## src/design/bsfd_pkg.sv

```systemverilog
`timescale 1ns / 1ps

package bsfd_pkg;

	localparam logic [7:0] START_CODE_RST  = 8'hFD;
	localparam logic [7:0] STOP_CODE_RST   = 8'hFE;
	localparam logic [7:0] ESCAPE_CODE_RST = 8'hFC;

	localparam logic [8:0] LEN_FIELD_MAX = 9'd511;

	typedef enum logic [1:0] {
		REG_START_CODE  = 2'd0,
		REG_STOP_CODE   = 2'd1,
		REG_ESCAPE_CODE = 2'd2
	} reg_index_t;

	typedef enum logic [2:0] {
		ST_OK            = 3'd0,
		ST_MISSING_START = 3'd1,
		ST_BAD_CHECKSUM  = 3'd2,
		ST_TOO_LONG      = 3'd3,
		ST_DANGLING_ESC  = 3'd4,
		ST_EMPTY         = 3'd5
	} frame_status_t;

	// what the front end made of one received byte
	typedef enum logic [1:0] {
		OP_START = 2'd0,	// start code outside a frame
		OP_JUNK  = 2'd1,	// stray byte outside a frame
		OP_DATA  = 2'd2,	// decoded byte inside a frame
		OP_STOP  = 2'd3	// stop code
	} op_kind_t;

	typedef struct packed {
		op_kind_t   kind;
		logic [7:0] data;
		logic       in_frame;
		logic       esc_pending;
	} op_t;

endpackage

```

## src/design/byte_stuffing_frame_decoder.sv

```systemverilog
`timescale 1ns / 1ps
// A byte that yields a result goes into a queue slot, then the output register, and shows on m_*;
// the held-back data byte leaves when the next decoded byte arrives.
// Throughput: one byte per cycle; an m_* stall fills the queue and drops s_tready.
// Escape bytes and bytes outside a frame, stop codes apart, give no result.
// Reset (arst_n low, asynchronous): codes go to 0xFD/0xFE/0xFC, frame state and queue clear.

module byte_stuffing_frame_decoder
	import bsfd_pkg::*;
#(
	parameter int MAX_FRAME = 256
) (
	input  logic        clk,
	input  logic        arst_n,
	input  logic        s_tvalid,
	output logic        s_tready,
	input  logic [7:0]  s_tdata,	// in_byte[7:0]
	output logic        m_tvalid,
	input  logic        m_tready,
	output logic [23:0] m_tdata,	// out_byte[7:0], frame_status[10:8], frame_length[19:11]
	output logic        m_tuser,	// is_frame_end
	input  logic        cfg_valid,
	output logic        cfg_ready,
	input  logic [1:0]  cfg_index,
	input  logic [7:0]  cfg_data
);

	logic q_full;
	logic q_push;
	op_t  q_op;
	logic q_valid;
	logic q_pop;
	op_t  q_head;

	bsfd_front u_front (
		.clk       (clk),
		.arst_n    (arst_n),
		.s_tvalid  (s_tvalid),
		.s_tready  (s_tready),
		.s_tdata   (s_tdata),
		.cfg_valid (cfg_valid),
		.cfg_ready (cfg_ready),
		.cfg_index (cfg_index),
		.cfg_data  (cfg_data),
		.q_full    (q_full),
		.q_push    (q_push),
		.q_op      (q_op)
	);

	bsfd_queue u_queue (
		.clk     (clk),
		.arst_n  (arst_n),
		.push    (q_push),
		.push_op (q_op),
		.full    (q_full),
		.valid   (q_valid),
		.pop     (q_pop),
		.head    (q_head)
	);

	bsfd_back #(
		.MAX_FRAME (MAX_FRAME)
	) u_back (
		.clk      (clk),
		.arst_n   (arst_n),
		.q_valid  (q_valid),
		.q_pop    (q_pop),
		.q_head   (q_head),
		.m_tvalid (m_tvalid),
		.m_tready (m_tready),
		.m_tdata  (m_tdata),
		.m_tuser  (m_tuser)
	);

endmodule

```

## src/design/bsfd_front.sv

```systemverilog
`timescale 1ns / 1ps

module bsfd_front
	import bsfd_pkg::*;
(
	input  logic       clk,
	input  logic       arst_n,
	input  logic       s_tvalid,
	output logic       s_tready,
	input  logic [7:0] s_tdata,
	input  logic       cfg_valid,
	output logic       cfg_ready,
	input  logic [1:0] cfg_index,
	input  logic [7:0] cfg_data,
	input  logic       q_full,
	output logic       q_push,
	output op_t        q_op
);

	logic [7:0] start_code_q;
	logic [7:0] stop_code_q;
	logic [7:0] escape_code_q;
	logic       in_frame_q;
	logic       esc_pending_q;
	logic       in_frame_n;
	logic       esc_pending_n;
	logic       accept;
	logic       emit;

	assign cfg_ready = 1'b1;
	assign s_tready  = !q_full;
	assign accept    = s_tvalid && s_tready;
	assign q_push    = accept && emit;

	always_ff @(posedge clk or negedge arst_n) begin
		if (!arst_n) begin
			start_code_q  <= START_CODE_RST;
			stop_code_q   <= STOP_CODE_RST;
			escape_code_q <= ESCAPE_CODE_RST;
		end else if (cfg_valid) begin
			case (cfg_index)
				REG_START_CODE:  start_code_q  <= cfg_data;
				REG_STOP_CODE:   stop_code_q   <= cfg_data;
				REG_ESCAPE_CODE: escape_code_q <= cfg_data;
				default: ;
			endcase
		end
	end

	// classify; stop wins, then start outside / escape inside
	always_comb begin
		emit           = 1'b1;
		in_frame_n     = in_frame_q;
		esc_pending_n  = esc_pending_q;
		q_op.kind        = OP_DATA;
		q_op.data        = s_tdata;
		q_op.in_frame    = in_frame_q;
		q_op.esc_pending = esc_pending_q;
		if (s_tdata == stop_code_q) begin
			q_op.kind     = OP_STOP;
			in_frame_n    = 1'b0;
			esc_pending_n = 1'b0;
		end else if (!in_frame_q) begin
			if (s_tdata == start_code_q) begin
				q_op.kind     = OP_START;
				in_frame_n    = 1'b1;
				esc_pending_n = 1'b0;
			end else begin
				q_op.kind = OP_JUNK;
			end
		end else if (esc_pending_q) begin
			q_op.data     = s_tdata ^ escape_code_q;
			esc_pending_n = 1'b0;
		end else if (s_tdata == escape_code_q) begin
			emit          = 1'b0;
			esc_pending_n = 1'b1;
		end
	end

	always_ff @(posedge clk or negedge arst_n) begin
		if (!arst_n) begin
			in_frame_q    <= 1'b0;
			esc_pending_q <= 1'b0;
		end else if (accept) begin
			in_frame_q    <= in_frame_n;
			esc_pending_q <= esc_pending_n;
		end
	end

endmodule

```

## src/design/bsfd_queue.sv

```systemverilog
`timescale 1ns / 1ps

module bsfd_queue
	import bsfd_pkg::*;
(
	input  logic clk,
	input  logic arst_n,
	input  logic push,
	input  op_t  push_op,
	output logic full,
	output logic valid,
	input  logic pop,
	output op_t  head
);

	op_t        mem_q [2];
	logic       wr_ptr_q;
	logic       rd_ptr_q;
	logic [1:0] count_q;
	logic       do_push;
	logic       do_pop;

	assign full    = (count_q == 2'd2);
	assign valid   = (count_q != 2'd0);
	assign head    = mem_q[rd_ptr_q];
	assign do_push = push && !full;
	assign do_pop  = pop && valid;

	always_ff @(posedge clk) begin
		if (do_push) begin
			mem_q[wr_ptr_q] <= push_op;
		end
	end

	always_ff @(posedge clk or negedge arst_n) begin
		if (!arst_n) begin
			wr_ptr_q <= 1'b0;
			rd_ptr_q <= 1'b0;
			count_q  <= 2'd0;
		end else begin
			if (do_push) begin
				wr_ptr_q <= !wr_ptr_q;
			end
			if (do_pop) begin
				rd_ptr_q <= !rd_ptr_q;
			end
			case ({do_push, do_pop})
				2'b10:   count_q <= count_q + 2'd1;
				2'b01:   count_q <= count_q - 2'd1;
				default: count_q <= count_q;
			endcase
		end
	end

endmodule

```

## src/design/bsfd_back.sv

```systemverilog
`timescale 1ns / 1ps

module bsfd_back
	import bsfd_pkg::*;
#(
	parameter int MAX_FRAME = 256
) (
	input  logic        clk,
	input  logic        arst_n,
	input  logic        q_valid,
	output logic        q_pop,
	input  op_t         q_head,
	output logic        m_tvalid,
	input  logic        m_tready,
	output logic [23:0] m_tdata,	// out_byte[7:0], frame_status[10:8], frame_length[19:11]
	output logic        m_tuser	// is_frame_end
);

	localparam int CW = $clog2(MAX_FRAME + 1);
	localparam int LW = (CW > 9) ? CW : 9;

	logic [CW-1:0] count_q;
	logic [7:0]    sum_q;
	logic [7:0]    held_q;
	logic          held_valid_q;
	logic          overflow_q;
	logic          out_valid_q;
	logic [23:0]   out_data_q;
	logic          out_user_q;

	logic          emit;
	logic [23:0]   res_data;
	logic          res_user;
	logic [LW-1:0] count_ext;
	logic [8:0]    len_sat;
	frame_status_t status;
	logic          at_max;

	assign q_pop     = q_valid && (!out_valid_q || m_tready);
	assign m_tvalid  = out_valid_q;
	assign m_tdata   = out_data_q;
	assign m_tuser   = out_user_q;
	assign count_ext = LW'(count_q);
	assign len_sat   = (count_ext > LW'(LEN_FIELD_MAX)) ? LEN_FIELD_MAX : count_ext[8:0];
	assign at_max    = (count_q >= CW'(MAX_FRAME));

	always_comb begin
		if (!q_head.in_frame) begin
			status = ST_MISSING_START;
		end else if (overflow_q) begin
			status = ST_TOO_LONG;
		end else if (q_head.esc_pending) begin
			status = ST_DANGLING_ESC;
		end else if (count_q == '0) begin
			status = ST_EMPTY;
		end else if (sum_q != 8'd0) begin
			status = ST_BAD_CHECKSUM;
		end else begin
			status = ST_OK;
		end
	end

	always_comb begin
		emit     = 1'b0;
		res_user = 1'b0;
		res_data = {16'd0, held_q};
		case (q_head.kind)
			OP_STOP: begin
				emit     = 1'b1;
				res_user = 1'b1;
				res_data = {4'd0, len_sat, status, 8'd0};
			end
			OP_DATA: begin
				emit = held_valid_q && !at_max;
			end
			default: ;
		endcase
	end

	always_ff @(posedge clk or negedge arst_n) begin
		if (!arst_n) begin
			count_q      <= '0;
			sum_q        <= 8'd0;
			held_valid_q <= 1'b0;
			overflow_q   <= 1'b0;
		end else if (q_pop) begin
			case (q_head.kind)
				OP_START, OP_STOP: begin
					count_q      <= '0;
					sum_q        <= 8'd0;
					held_valid_q <= 1'b0;
					overflow_q   <= 1'b0;
				end
				OP_JUNK: begin
					if (!at_max) begin
						count_q <= count_q + CW'(1);
					end
				end
				OP_DATA: begin
					if (at_max) begin
						overflow_q <= 1'b1;
					end else begin
						held_valid_q <= 1'b1;
						sum_q        <= sum_q + q_head.data;
						count_q      <= count_q + CW'(1);
					end
				end
				default: ;
			endcase
		end
	end

	always_ff @(posedge clk) begin
		if (q_pop && q_head.kind == OP_DATA && !at_max) begin
			held_q <= q_head.data;
		end
		if (q_pop && emit) begin
			out_data_q <= res_data;
			out_user_q <= res_user;
		end
	end

	always_ff @(posedge clk or negedge arst_n) begin
		if (!arst_n) begin
			out_valid_q <= 1'b0;
		end else if (!out_valid_q || m_tready) begin
			out_valid_q <= q_pop && emit;
		end
	end

endmodule

```

## config.mk

```make
export PLATFORM = sky130hd
export DESIGN_NAME = byte_stuffing_frame_decoder
export DESIGN_NICKNAME = d
export VERILOG_FILES = /design/src/design/bsfd_pkg.sv /design/src/design/byte_stuffing_frame_decoder.sv /design/src/design/bsfd_front.sv /design/src/design/bsfd_queue.sv /design/src/design/bsfd_back.sv
export SDC_FILE = /design/constraint.sdc
export NUM_CORES = 1
export LEC_CHECK = 0
export BUFFER_PORTS_ARGS = -buffer_cell sky130_fd_sc_hd__buf_2
export CORE_MARGIN = 5
export CORE_UTILIZATION = 45
export CTS_CLUSTER_DIAMETER = 40
export DETAILED_ROUTE_END_ITERATION = 10
export HOLD_SLACK_MARGIN = 0.15
export PLACE_DENSITY_LB_ADDON = 0.12
export SYNTH_ARGS = -nofsm -noshare
export SYNTH_HDL_FRONTEND = slang
export SYNTH_SLANG_ARGS = --single-unit
```

## constraint.sdc

```tcl
create_clock -name clk -period 5.1 [get_ports clk]
set_input_delay 1.02 -clock clk [delete_from_list [all_inputs] [get_ports clk]]
set_output_delay 1.02 -clock clk [all_outputs]
set_load 0.02 [all_outputs]
```

==> Word level (Yosys, flattened, before mapping) <==
Memories as Yosys holds them, arrays and structs flattened.
Cells that the tools add are included.
{ "op_classes": {"n_lt_le_gt_ge": 2, "reduce_logical": 34, "n_eq_ne": 14, "n_addsub": 4, "bitwise_logic": 3, "muxes": 37} }
{ "op_table": {"columns": ["op", "n"], "rows": [
  ["$mux 8", 4],
  ["$eq 8x8->1", 3],
  ["$mux 1", 19],
  ["$mux 9", 2],
  ["$pmux 9 s2", 1],
  ["$pmux 8 s2", 1],
  ["$reduce_and 2->1", 6],
  ["$eq 2x2->1 const B", 5],
  ["$add 9x1->9 const B", 1],
  ["$ge 9x9->1 const B", 1],
  ["$gt 9x9->1 const B", 1],
  ["$logic_and 1x1->1", 9],
  ["$logic_not 9->1", 1],
  ["$add 8x8->8", 1],
  ["$mux 2", 4],
  ["$reduce_bool 8->1", 1],
  ["$xor 8x8->8", 1],
  ["$eq 2x1->1 const B", 3],
  ["$mux 3", 2],
  ["$pmux 1 s2", 3],
  ["$reduce_and 3->1", 2],
  ["$reduce_bool 2->1", 3],
  ["$logic_not 1->1", 5],
  ["$logic_not 2->1", 2],
  ["other kinds (10)", 13]
]} }
{ "totals": {"out_inout_bits": 28, "in_bits": 23, "memories": 1, "register_bits": 83, "wordCells": 115, "ram_bits": 24} }
{ "mem_list": {"columns": ["memory", "words", "word_bits", "read_ports", "rd_ports_with_merged_regs", "write_ports", "line_no", "text"], "rows": [
  ["u_queue.mem_q", 2, 12, 1, 0, 1, "bsfd_queue.sv:16", "op_t mem_q [2];"]
]} }

==> Longest topological paths before layout <==
Gate-level depths: netlist of run 1.
{ "depth": {"depth_word": 9, "depth_mapped": 10, "ltp_nobuf": 8} }

==> Cells and area by module <==
A second synthesis of run 1 with hierarchy kept.
{ "unflattened": {"hier_cells": 376, "hier_area_um2": 4919.7} }
{ "modules_own_cells": {"columns": ["module", "cells_each", "area_each_um2", "n_inst", "seq_area_each_um2"], "rows": [
  ["bsfd_back", 202, 2381.0, 1, 1371.3],
  ["bsfd_front", 119, 1476.4, 1, 675.6],
  ["bsfd_queue", 55, 1062.3, 1, 820.8]
]} }

==> Worst setup path after synthesis of run 1 <==
OpenSTA, ideal clock, no wires.
{ "synth_path": {"path_kind": "register to register", "start": "register u_queue.rd_ptr_q", "end": "register u_back.out_data_q[0], in the netlist u_back.m_tdata[0], enable pin", "path_buffers": 2, "setup_slack_ns": 2.130, "t_arrival_ns": 2.571, "path_stages_with_launch": 7, "period_less_slack_ns": 2.970, "required_time_ns": 4.701, "setup_time_ns": 0.399, "path_cell_list": "dfrtp_1 buf_1 mux2i_1 ha_1 clkbuf_1 a31oi_1 nor2_1"} }
{ "synth_between": {"elab_chain_len": 4, "word_cells_on_any_way": 5, "cone_classes": "2 x eq/ne; 1 x mux; 1 x reduce/logical; 1 x memory"} }
{ "synth_rtl": {"columns": ["element", "line_no", "text"], "rows": [
  ["start, declared", "bsfd_queue.sv:18", "logic rd_ptr_q;"],
  ["start signal, assigned", "bsfd_queue.sv:45", "rd_ptr_q <= !rd_ptr_q;"],
  ["$mem_v2 2x12 *", null, null],
  ["$eq 2x2->1", "bsfd_back.sv:67", "case (q_head.kind)"],
  ["$pmux 1 s2 *", "bsfd_back.sv:67", null],
  ["$logic_and 1x1->1 *", "bsfd_back.sv:117", "if (q_pop && emit) begin"],
  ["end signal, assigned", "bsfd_back.sv:118", "out_data_q <= res_data;"],
  ["end, declared", "bsfd_back.sv:28", "logic [23:0] out_data_q;"]
]} }
Every way passes the cells marked *; elsewhere a longest branch is shown, timed or not.
A chain may end at the register's enable or synchronous reset.

==> Final worst setup path of run 1 <==
{ "layout_path": {"start": "input s_tdata[3]", "end": "memory u_queue.mem_q[1][1] (netlist name), enable pin"} }
{ "layout_between": {"elab_chain_len": 9, "word_cells_on_any_way": 10, "cone_classes": "2 x eq/ne; 6 x mux; 2 x reduce/logical"} }
{ "layout_rtl": {"columns": ["element", "line_no", "text"], "rows": [
  ["start, declared", "byte_stuffing_frame_decoder.sv:17", "input logic [7:0] s_tdata,"],
  ["$eq 8x8->1", "bsfd_front.sv:74", "end else if (s_tdata == escape_code_q) begin"],
  ["$mux 1", "bsfd_front.sv:74", null],
  ["$mux 1", "bsfd_front.sv:71", "end else if (esc_pending_q) begin"],
  ["$mux 1", "bsfd_front.sv:63", "end else if (!in_frame_q) begin"],
  ["$mux 1 *", "bsfd_front.sv:59", "if (s_tdata == stop_code_q) begin"],
  ["$logic_and 1x1->1 *", "bsfd_front.sv:33", "assign q_push = accept && emit;"],
  ["$logic_and 1x1->1 *", "bsfd_queue.sv:26", "assign do_push = push && !full;"],
  ["$mux 1 *", "bsfd_queue.sv:30", "if (do_push) begin"],
  ["$mux 1 (not written as such) *", "bsfd_queue.sv:31", "mem_q[wr_ptr_q] <= push_op;"],
  ["end, declared", "bsfd_queue.sv:16", null]
]} }
Marks and branches as above.

==> summary.md, run 1 <==
| Metric | Value |
|---|---|
| Status | `finished, final reports clean` |
| DR pass1 iterations | `4` |
| Unrepaired setup endpoints after global routing | `false` |
| GR Overflow Total | `0` |
| Pwr dens | `541.8 mW/mm2` |
| # H-tree levels | `3` |
| Drt drc | `0` |
| Compound-Gate Fraction of Synth Area | `0.07803` |
| Crit share post-route | `0.6353` |
| Initial Utilization | `0.4552` |
| Critical path arrival | `3.22 ns` |
| Synth Register Bits | `103` |
| DP HPWL | `6535 um` |
| Post-CTS Resized | `0` |
| ANT nets after route | `0` |
| Logic gate share of total power | `0.377` |
| Final Hold Fails | `0` |
| Cell Chain, Critical Path | `buf_2, xor2_1, nor4_1, nand2_1, a31o_2, nor2_1` |
| Drt wl/cell | `15.27 um` |
| Sequential area share after synthesis | `0.5863` |
| Area growth syn-to-layout | `11.15%` |
| Final Wtd Congestion | `0.8549` |
| Delay-heaviest family, CP | `simple AND/OR/NAND/NOR gates` |
| Post-Syn Area | `0.004891 mm2` |
| Clock power frac | `0.166` |
| Total core area | `0.01075 mm2` |
| Worst Max-Slew Pin Slew | `0.9563 ns` |
| Post-CTS Hold Buffers | `0` |
| CP Capture Type | `register` |
| Hold Slack | `0.5139 ns` |
| Fraction of layout cells with a size suffix above 1 | `0.2723` |
| Post-synthesis xor/xnor area fraction | `0.07879` |
| Slowest cell delay on critical path | `0.73 ns` |
| Synth Area in Adders | `0.03991` |
| Crit path buffers/inverters | `1` |
| Combinational family with the most area after synthesis | `simple AND/OR/NAND/NOR gates` |
| Post-synthesis mux area share | `0.08519` |
| Clk sinks | `103` |
| Synth warnings | `0` |
| First-pass GRT wire length | `15,060 um` |
| Die span in y | `114.3 um` |
| ANT cells | `0` |
| Final setup TNS | `0 ns` |
| Die X | `114.3 um` |
| Via density per instance | `5.075` |
| Relative slew margins | `0.3601` |
| Peak supply drop | `216.6 uV` |
| P_int | `1866 uW` |
| DR vias | `2,928` |
| Post-synth top flop | `edfxtp_1` |
| Largest net degree at the start of global routing | `51` |
| Final Max Slew Viols | `0` |
| Initial drt markers | `102` |
| Final setup vio count | `0` |
| Initial antenna violation count | `0` |
| WP data required | `5.08 ns` |
| Clock-pin slew on the worst setup and hold paths | `0.09 ns` |
| Post-synth EDFFs | `53` |
| Pleak | `0.002194 uW` |
| Startpoint Class | `input port` |
| Post-Route WL | `8813 um` |
| Worst-Skew Late Latency | `0.35 ns` |
| Vias in the first global route | `3,031` |
| Final Critical Period | `3.240 ns` |
| Slowest CP cell | `nor2_1` |
| Layout net count | `470` |
| Flop pwr share | `0.457` |
| Worst setup path class | `in2reg` |
| Max Freq | `0.3087 GHz` |
| CTS Root Cell | `clkbuf_8` |
| Worst Path Max Fanout | `12` |
| Power, Total | `2946 uW` |
| Simple-Gate Fraction of Synth Area | `0.1059` |
| Post-CTS setup buffer count | `0` |
| Worst Clk Skew | `0.009393 ns` |
| Tot GR Track Use | `0.1459` |
| Hold crit path type | `reg2reg` |
| Share of flip-flops with an asynchronous set or reset | `0.4854` |
| Post-Syn Instances | `384` |
| Switching Fraction | `0.3664` |
| Yosys cell types | `51` |
| Core Util, Final | `0.5059` |
| P_sw | `1079 uW` |
| FP Rows | `38` |
| CTS tree | `built` |
| Syn avg cell area | `12.74 um2` |
| IO Pins | `51` |
| CTS max path bufs | `2` |
| Input/output buffers | `45` |
| CTS Buf Count | `9` |
| Max_cap viols | `0` |
| Die area | `0.01305 mm2` |
cell type report:
cell class	instances	area [um2]
tap	140	175.2
inverter	13	48.80
multi-input combinational	258	1916
clock buffer	14	173.9
timing repair buffer	47	240.2
sequential	103	2868
clock inverter	2	15.01
fill	993	5309
flip-flops by register name, indices dropped and copies added, names as in the netlist, 2 cells and up:
| name | count |
|---|---|
| u_queue.mem_q | 24 |
| u_back.m_tdata | 20 |
| u_back.count_ext | 9 |
| u_back.held_q | 8 |
| u_back.sum_q | 8 |
| u_front.escape_code_q | 8 |
| u_front.start_code_q | 8 |
| u_front.stop_code_q | 8 |
| u_queue.count_q | 2 |
stage by stage:
| stage | instances | worst slack, ns | instance area (um2) |
|---|---|---|---|
| 4_1_cts | 577 | 1.818 | 5436 |
| 2_1_floorplan | 387 | 2.130 | 4902 |
| 6_report | 577 | 1.860 | 5436 |
| 3_5_place_dp | 561 | 1.458 | 5248 |
| 3_3_place_gp | 561 | 1.555 | 5248 |
| 5_1_grt | 577 | 1.648 | 5436 |
kinds of logic after synthesis:
family,Yosys count
DFF,103
and+or+nand+nor,102
AOI/OAI and AO/OA,55
xor gates and xnor gates,44
muxes,37
buffers and inverters,26
adders and majority gates,15
other,2
worst reg2reg max path, cell delays in order, from the launching register on:
cell      delay [ns]
dfrtp_1         0.70
mux2_2          0.43
ha_1            0.24
fa_1            0.42
a21o_1          0.17
a21oi_1         0.22
o21ai_0         0.16
xnor2_1         0.15
o311ai_0        0.29
routing by layer:
layer	global-route usage	vias to the layer above	part of all wire
met2	0.2518	64	0.49
li1	-	1469	-
met4	0.03563	0	0.0087
met1	0.1862	1389	0.45
met5	0	-	0
met3	0.03383	6	0.048
layout by cell type (no fill, tap or decap), types with 5 or more instances in the layout:
| cell | n |
|---|---|
| edfxtp_1 | 53 |
| nor4_1 | 7 |
| a22o_1 | 10 |
| o21ai_0 | 11 |
| and2_1 | 6 |
| nor2b_1 | 10 |
| xnor2_1 | 22 |
| xor2_1 | 22 |
| nand2_1 | 25 |
| nor2_1 | 22 |
| dfrtp_1 | 30 |
| inv_1 | 13 |
| nand3_1 | 11 |
| ha_1 | 14 |
| dfstp_2 | 20 |
| clkbuf_8 | 10 |
| a21oi_1 | 14 |
| buf_2 | 45 |
| conb_1 | 5 |
| mux2_2 | 33 |
cell usage after synthesis, types with 2 or more instances:
master	count	area share
dfstp_2	20	0.11
a21oi_1	14	0.014
ha_1	14	0.036
xor2_1	22	0.039
mux2i_1	3	0.0061
inv_1	13	0.010
mux2_2	33	0.076
buf_2	2	0.0020
nand2b_1	2	0.0026
and2_1	6	0.0077
nand4_1	3	0.0038
a31oi_1	4	0.0051
nor3_1	4	0.0041
a32o_1	2	0.0041
conb_1	2	0.0015
and3_1	2	0.0026
nor2_1	22	0.017
clkbuf_1	5	0.0038
xnor2_1	22	0.039
edfxtp_1	53	0.33
or3_1	2	0.0026
o21ai_0	11	0.011
buf_4	5	0.0077
a21o_1	2	0.0031
dfrtp_1	30	0.15
a22o_1	10	0.018
nor2b_1	10	0.013
o31ai_1	2	0.0031
nand3b_1	2	0.0031
nand2_1	25	0.019
nand3_1	11	0.011
nor4_1	7	0.0090
power groups by stage:
stage                     combinational (uW)  sequential (uW)  clock, uW
after floorplan                          767             1420          0
after CTS                               1130             1350        506
after detailed placement                1120             1370          0
after global routing                    1240             1380        538
final                                   1110             1350        488
after global placement                  1100             1360          0
worst paths after layout:
check | from | endpoint | slack, ns | depth (start not counted)
setup / recovery | s_tdata[3] | u_queue.mem_q[1][1] | 1.86 | 6
setup reg to reg | u_queue.rd_ptr_q | u_back.sum_q[6] | 2.20 | 8
min in group asynchronous | arst_n | u_front.start_code_q[1] | 0.77 | 2
hold reg to reg | u_back.held_valid_q | u_back.held_valid_q | 0.51 | 2
max in group asynchronous | arst_n | u_back.m_tvalid | 3.89 | 2
hold / removal | u_back.held_valid_q | u_back.held_valid_q | 0.51 | 2
(Power assumes the default switching activity.)
==> run 2: changes to the inputs <==
Settings changed: ABC_AREA set to 1.
Clock period 5.1 ns to 3.1 ns, I/O delays scaled along.
==> summary.md, run 2 <==
| Metric | Value |
|---|---|
| Status | `finished, final reports clean` |
| ANT nets after route | `0 (unchanged)` |
| Most frequent cell after synthesis | `nand2_1` |
| Peak supply drop | `442.4 uV (+100%)` |
| Slowest cell delay on critical path | `0.56 ns (-0.17 ns)` |
| Worst Setup SP | `u_queue.rd_ptr_q` |
| Die span in y | `116.5 um (+2.0%)` |
| Area growth syn-to-layout | `14.16%` |
| FF-to-FF End | `u_back.count_ext[6]` |
| Hold crit path type | `in2async` |
| Max Freq | `0.3954 GHz` |
| CP endpoint | `u_back.count_ext[6]` |
| Yosys top cell by area | `edfxtp_1` |
| Clk sinks | `103 (unchanged)` |
| Max_cap viols | `0 (unchanged)` |
| IO Pins | `51 (unchanged)` |
| Slowest CP cell | `dfrtp_1` |
| Drt wl/cell | `12.46 um (-18%)` |
| Sequential area share after synthesis | `0.5615 (-0.02485)` |
| Pwr dens | `881.8 mW/mm2 (+63%)` |
| First-pass GRT wire length | `16,170 um (+7.4%)` |
| Final setup TNS | `0 ns (unchanged)` |
| GR Overflow Total | `0 (unchanged)` |
| Power, Total | `5141 uW (+75%)` |
| DR vias | `3,537 (+21%)` |
| Top cells by count, synth | `nand2_1 (174), inv_1 (88), edfxtp_1 (53)` |
| Post-Syn Instances | `561 (+46%)` |
| Cell Chain, Critical Path | `inv_1, or2_2, o21ai_0, inv_1, ha_1, inv_1, a21oi_4, nand2_1, o21bai_1, o21ai_0, nor2_1` |
| Worst Path Max Fanout | `14 (+2)` |
| # H-tree levels | `3 (unchanged)` |
| Share of flip-flops with an asynchronous set or reset | `0.4854 (unchanged)` |
| Total core area | `0.01127 mm2 (+4.9%)` |
| Worst r2r src | `u_queue.rd_ptr_q` |
| Post-CTS Resized | `0 (unchanged)` |
| Post-CTS setup buffer count | `0 (unchanged)` |
| # fillers | `1,049 (+5.6%)` |
| Initial drt markers | `146 (+43%)` |
| Reg2reg path depth | `11 (+3)` |
| Drt drc | `0 (unchanged)` |
| Most common cell after layout, fill and taps aside | `nand2_1` |
| Multi-input logic area | `0.001832 mm2 (-4.4%)` |
| Post-synth top flop | `edfxtp_1` |
| CP Capture Type | `register` |
| Post-synth EDFFs | `53 (unchanged)` |
| Vias in the first global route | `3,451 (+14%)` |
| Critical Path Most Common Cell | `inv_1` |
| Syn avg cell area | `9.104 um2 (-29%)` |
| Critical path arrival | `2.80 ns (-0.42 ns)` |
| Crit share post-route | `0.8159` |
| Via density per instance | `4.660 (-8.2%)` |
| Final Hold Fails | `0 (unchanged)` |
| Final setup vio count | `0 (unchanged)` |
| Share of the synthesized area in the top cell type | `0.3116 (-0.01379)` |
| Synth Register Bits | `103 (unchanged)` |
| Max FFs per register | `24 (unchanged)` |
| FP Rows | `39 (+2.6%)` |
| Final Critical Period | `2.529 ns` |
| CTS Buf Count | `9 (unchanged)` |
| CTS max path bufs | `2 (unchanged)` |
| Die X | `116.5 um (+2.0%)` |
| Post-Route WL | `9457 um (+7.3%)` |
| CTS Root Cell | `clkbuf_16` |
| Worst Max-Slew Pin Slew | `0.9776 ns (+0.02136 ns)` |
| Design area | `0.005831 mm2 (+7.2%)` |
| Clock-pin slew on the worst setup and hold paths | `0.07 ns (-0.02 ns)` |
| Post-CTS Hold Buffers | `0 (unchanged)` |
| Worst Clk Skew | `0.009054 ns (-0.0003389 ns)` |
| Post-Syn Area | `0.005107 mm2 (+4.4%)` |
| Biggest register | `u_queue.mem_q` |
| Worst setup path class | `reg2reg` |
| Startpoint Class | `register` |
| Placed Area | `0.005475 mm2 (+4.3%)` |
| Tot GR Track Use | `0.1522 (+0.006294)` |
| Input/output buffers | `45 (unchanged)` |
| Pleak | `0.002818 uW (+28%)` |
| Fraction of layout cells with a size suffix above 1 | `0.1753 (-0.09699)` |
| CTS tree | `built` |
| ANT cells | `0 (unchanged)` |
| Unrepaired setup endpoints after global routing | `false` |
| DR pass1 iterations | `4 (unchanged)` |
| WP data required | `3.37 ns (-1.71 ns)` |
| Final Max Slew Viols | `0 (unchanged)` |
| Synth warnings | `0 (unchanged)` |
| Largest net degree at the start of global routing | `41 (-20%)` |
| Yosys cell types | `38 (-25%)` |
| Relative slew margins | `0.3483 (-0.01188)` |
| Most frequent cells in the layout | `nand2_1 (174), inv_1 (88), edfxtp_1 (53), buf_2 (45), o21ai_0 (43)` |
| Worst-Skew Late Latency | `0.34 ns (about the same)` |
| Die area | `0.01358 mm2 (+4.0%)` |
| DP HPWL | `7198 um (+10%)` |
| Layout net count | `649 (+38%)` |
| Area contributors post-synth | `edfxtp_1 (31%), dfrtp_1 (15%), nand2_1 (13%)` |
| Storage cell area | `0.002868 mm2 (unchanged)` |
| Initial antenna violation count | `0 (unchanged)` |
| R2R setup slack | `0.57 ns (-1.63 ns)` |
| Initial Utilization | `0.4531 (-0.002068)` |
| Final Wtd Congestion | `0.8405 (-1.7%)` |
| Core Util, Final | `0.5173 (+0.01132)` |
==> run 2: cell count changes in the layout (fill, tap and decap cells not counted), sizes merged, moves of 15 or more <==
cell   change
inv       +75
mux2      -34
nand2    +152
nor2      +15
o21ai     +42
xor2      -19
==> run 2: where the power goes <==
group	total [uW]	internal [uW]	switching [uW]
logic	1700	547	1150
registers	2130	1930	202
clock network	1310	833	480
==> run 2: stage by stage <==
step                      setup slack, ns  hold WS, ns  instances
after global routing               0.3106       0.5094        759
after CTS                          0.5821       0.4750        759
after detailed placement           0.5959       0.4802        743
after global placement             0.7042       0.4549        743
final                              0.5707       0.4414        759
after floorplan                   0.03478       0.3244        564
==> run 2: critical path: cells and delay by family (launching register included) <==
kind            cells  cell delay, ns
flops               1            0.56
fa+ha+maj           1            0.31
compound gates      4            0.58
buf+inv             3            0.45
simple gates        3            0.54
==> run 2: cell families (layout without fill, tap and decap cells) <==
| logic type | Yosys count | in the layout | share of synthesized area |
|---|---|---|---|
| compound gates | 76 | 76 | 0.08844 |
| xor+xnor | 17 | 17 | 0.02915 |
| fa+ha+maj | 15 | 15 | 0.03822 |
| buf+inv | 103 | 155 | 0.08329 |
| flops | 103 | 103 | 0.5615 |
| other cells | 2 | 5 | 0.001470 |
| simple gates | 245 | 245 | 0.1979 |
==> run 2: how the worst min path moves through the flow <==
stage | start | to | cells past startpoint
after CTS | arst_n | u_front.in_frame_q | 1
after global routing | arst_n | u_front.in_frame_q | 1
after global placement | u_queue.wr_ptr_q | u_queue.wr_ptr_q | 2
final | arst_n | u_queue.wr_ptr_q | 1
after detailed placement | u_queue.wr_ptr_q | u_queue.wr_ptr_q | 2
after floorplan | arst_n | u_back.count_ext[0] | 0
==> run 2: metal layers <==
layer	part of all wire	up-vias	GRT usage
li1	-	1866	-
met1	0.45	1595	0.1922
met2	0.49	63	0.2635
met3	0.041	13	0.02435
met4	0.021	0	0.05734
met5	0	-	0
==> run 2: cell type report <==
class                      instances  area share
sequential                       103      0.4918
inverter                          89     0.05730
clock inverter                     6     0.01803
clock buffer                      10     0.04292
timing repair buffer              50     0.04506
tap                              143     0.03069
multi-input combinational        358      0.3142
==> run 3: changes to the inputs <==
Settings changed: ABC_AREA 1 to 0.
Clock period 3.1 ns to 2.3 ns, I/O delays scaled along.
==> summary.md, run 3 (synthesized netlist as in run 1, its figures left out) <==
| Metric | Value |
|---|---|
| P_sw | `2646 uW (+44%)` |
| Worst Clk Skew | `0.01093 ns (+0.001874 ns)` |
| Area growth syn-to-layout | `21.51%` |
| Unrepaired setup endpoints after global routing | `true` |
| Worst setup path class | `reg2reg` |
| Peak supply drop | `536.6 uV (+21%)` |
| Tot GR Track Use | `0.1496 (-0.002554)` |
| FP Rows | `38 (-2.6%)` |
| Post-Route WL | `9161 um (-3.1%)` |
| Initial drt markers | `97 (-34%)` |
| Max Freq | `0.4151 GHz (+5.0%)` |
| CTS Buf Count | `9 (unchanged)` |
| Input/output buffers | `45 (unchanged)` |
| Delay-heaviest family, CP | `compound AO/OA/AOI/OAI gates` |
| Most frequent cells in the layout | `edfxtp_1 (53), buf_2 (45), buf_4 (35), dfrtp_1 (30), mux2_2 (27)` |
| # fillers | `954 (-9.1%)` |
| Biggest register | `u_queue.mem_q` |
| Final setup vio count | `4 (+4)` |
| Hold crit path type | `in2async` |
| WP data required | `2.55 ns (-0.82 ns)` |
| Design area | `0.005943 mm2 (+1.9%)` |
| Most common cell after layout, fill and taps aside | `edfxtp_1` |
| Die span in y | `114.3 um (-2.0%)` |
| ANT cells | `0 (unchanged)` |
| Final Hold Fails | `0 (unchanged)` |
| Pre-CTS WS | `-0.06947 ns (-0.6654 ns)` |
| ANT nets after route | `0 (unchanged)` |
| Die area | `0.01305 mm2 (-3.9%)` |
| Violated checks | `setup timing` |
| Worst Max-Slew Pin Slew | `0.6570 ns (-0.3206 ns)` |
| Die X | `114.3 um (-2.0%)` |
| Vias in the first global route | `3,127 (-9.4%)` |
| Placed Area | `0.005573 mm2 (+1.8%)` |
| Final Max Slew Viols | `0 (unchanged)` |
| IO Pins | `51 (unchanged)` |
| Clk sinks | `103 (unchanged)` |
| DP HPWL | `6769 um (-6.0%)` |
| CP Capture Type | `register` |
| Clock-pin slew on the worst setup and hold paths | `0.09 ns (+0.02 ns)` |
| Relative slew margins | `0.5620 (+0.2138)` |
| Final Wtd Congestion | `0.9004 (+7.1%)` |
| R2R setup slack | `-0.11 ns (-0.68 ns)` |
| Crit share post-route | `1.048 (+0.2316)` |
| Worst-Skew Late Latency | `0.35 ns (about the same)` |
| Pleak | `0.002422 uW (-14%)` |
| Max FFs per register | `24 (unchanged)` |
| Slowest cell delay on critical path | `0.42 ns (-0.14 ns)` |
| Switching Fraction | `0.3606 (+0.004257)` |
| Cell Chain, Critical Path | `buf_12, mux2_4, buf_6, ha_4, a21o_1, and4_4, or3_4, a32o_1, a22o_1` |
| Max_cap viols | `0 (unchanged)` |
| DR pass1 iterations | `4 (unchanged)` |
| CTS tree | `built` |
| Initial Utilization | `0.4552 (+0.002068)` |
| Logic gate share of total power | `0.442 (+0.112)` |
| CTS max path bufs | `2 (unchanged)` |
| Total core area | `0.01075 mm2 (-4.7%)` |
| Via density per instance | `5.152 (+11%)` |
| Startpoint Class | `register` |
| Final setup TNS | `-0.2824 ns (-0.2824 ns)` |
| Crit path buffers/inverters | `2 (-1)` |
| # H-tree levels | `3 (unchanged)` |
| Slowest CP cell | `dfrtp_1` |
| CTS Root Cell | `clkbuf_8` |
| Initial antenna violation count | `0 (unchanged)` |
| Flop pwr share | `0.408 (-0.007)` |
| Clock power frac | `0.150 (-0.105)` |
| DR vias | `3,158 (-11%)` |
| Status | `finished with violations` |
| Core Util, Final | `0.5531 (+0.03584)` |
| Critical path arrival | `2.66 ns (-0.14 ns)` |
| Drt wl/cell | `14.94 um (+20%)` |
| Fraction of layout cells with a size suffix above 1 | `0.3742 (+0.1989)` |
| Pwr dens | `1234 mW/mm2 (+40%)` |
| GR Overflow Total | `0 (unchanged)` |
| Largest net degree at the start of global routing | `51 (+24%)` |
| Final worst slack | `-0.1093 ns (-0.6800 ns)` |
| P_int | `4691 uW (+42%)` |
| Layout net count | `506 (-22%)` |
| Drt drc | `0 (unchanged)` |
| Final Critical Period | `2.409 ns (-0.1200 ns)` |
| First-pass GRT wire length | `15,340 um (-5.2%)` |
| Post-CTS Hold Buffers | `0 (unchanged)` |
| Power, Total | `7337 uW (+43%)` |
| Worst Path Max Fanout | `7 (-7)` |
[run 3: cell count changes in the layout (fill, tap and decap cells not counted), moves of 14 or more]
cell,before,now
nor2_1,34,20
o21ai_0,43,10
inv_1,88,12
mux2_2,0,27
xor2_1,3,22
buf_4,5,35
nand2_1,174,24
[run 3: through the flow]
stage	hold slack, ns	instances
after global placement	0.4831	588
final	0.2045	613
after CTS	0.2305	609
after global routing	0.2414	613
after detailed placement	0.4868	588
after floorplan	0.1644	387
[run 3: layer usage]
layer,track usage,vias to the layer above,routed length [um]
li1,-,1542,-
met1,0.1888,1537,3996
met2,0.2580,67,4641
met3,0.02431,12,362
met4,0.05780,0,161
met5,0,-,0
[run 3: power groups by stage]
stage / clock [uW] / sequential [uW] / combinational, uW
after floorplan: 0 / 3160 / 1890
after global placement: 0 / 3000 / 2920
final: 1100 / 2990 / 3240
after CTS: 1140 / 2990 / 3110
after detailed placement: 0 / 3020 / 2990
after global routing: 1230 / 3060 / 3560
[run 3: worst reg2reg max path, delay by kind of cell (launching register included)]
kind                     cells  cell delay [ns]
flip-flops                   1             0.42
adder cells (fa/ha/maj)      1             0.22
buffers and inverters        2             0.27
AO/OA/AOI/OAI                3             0.60
multiplexers                 1             0.31
AND/OR/NAND/NOR              2             0.49
[run 3: area by class of cell]
cell class,count,area [um2],area share
Inverter,13,48.80,0.008211
Sequential cell,103,2868,0.4825
Clock buffer,14,152.6,0.02568
Clock inverter,2,33.78,0.005684
Multi-Input combinational cell,258,2135,0.3592
Timing Repair Buffer,83,530.5,0.08926
Tap cell,140,175.2,0.02947
[run 3: timing repair]
item / CTS / global route
setup buffers: 5 / 5
resized for setup: 7 / 14
pin swaps: 8 / 6
setup endpoints to repair: 4 / 33
[run 3: worst paths after layout]
check / cells past startpoint / to / startpoint
max: 9 / u_back.sum_q[5] / u_queue.rd_ptr_q
min: 2 / u_front.escape_code_q[0] / arst_n
max reg2reg: 9 / u_back.sum_q[5] / u_queue.rd_ptr_q
min reg2reg: 1 / u_queue.wr_ptr_q / u_queue.wr_ptr_q
max in group asynchronous: 2 / u_back.sum_q[1] / arst_n
min in group clk: 2 / u_front.stop_code_q[5] / cfg_data[5]
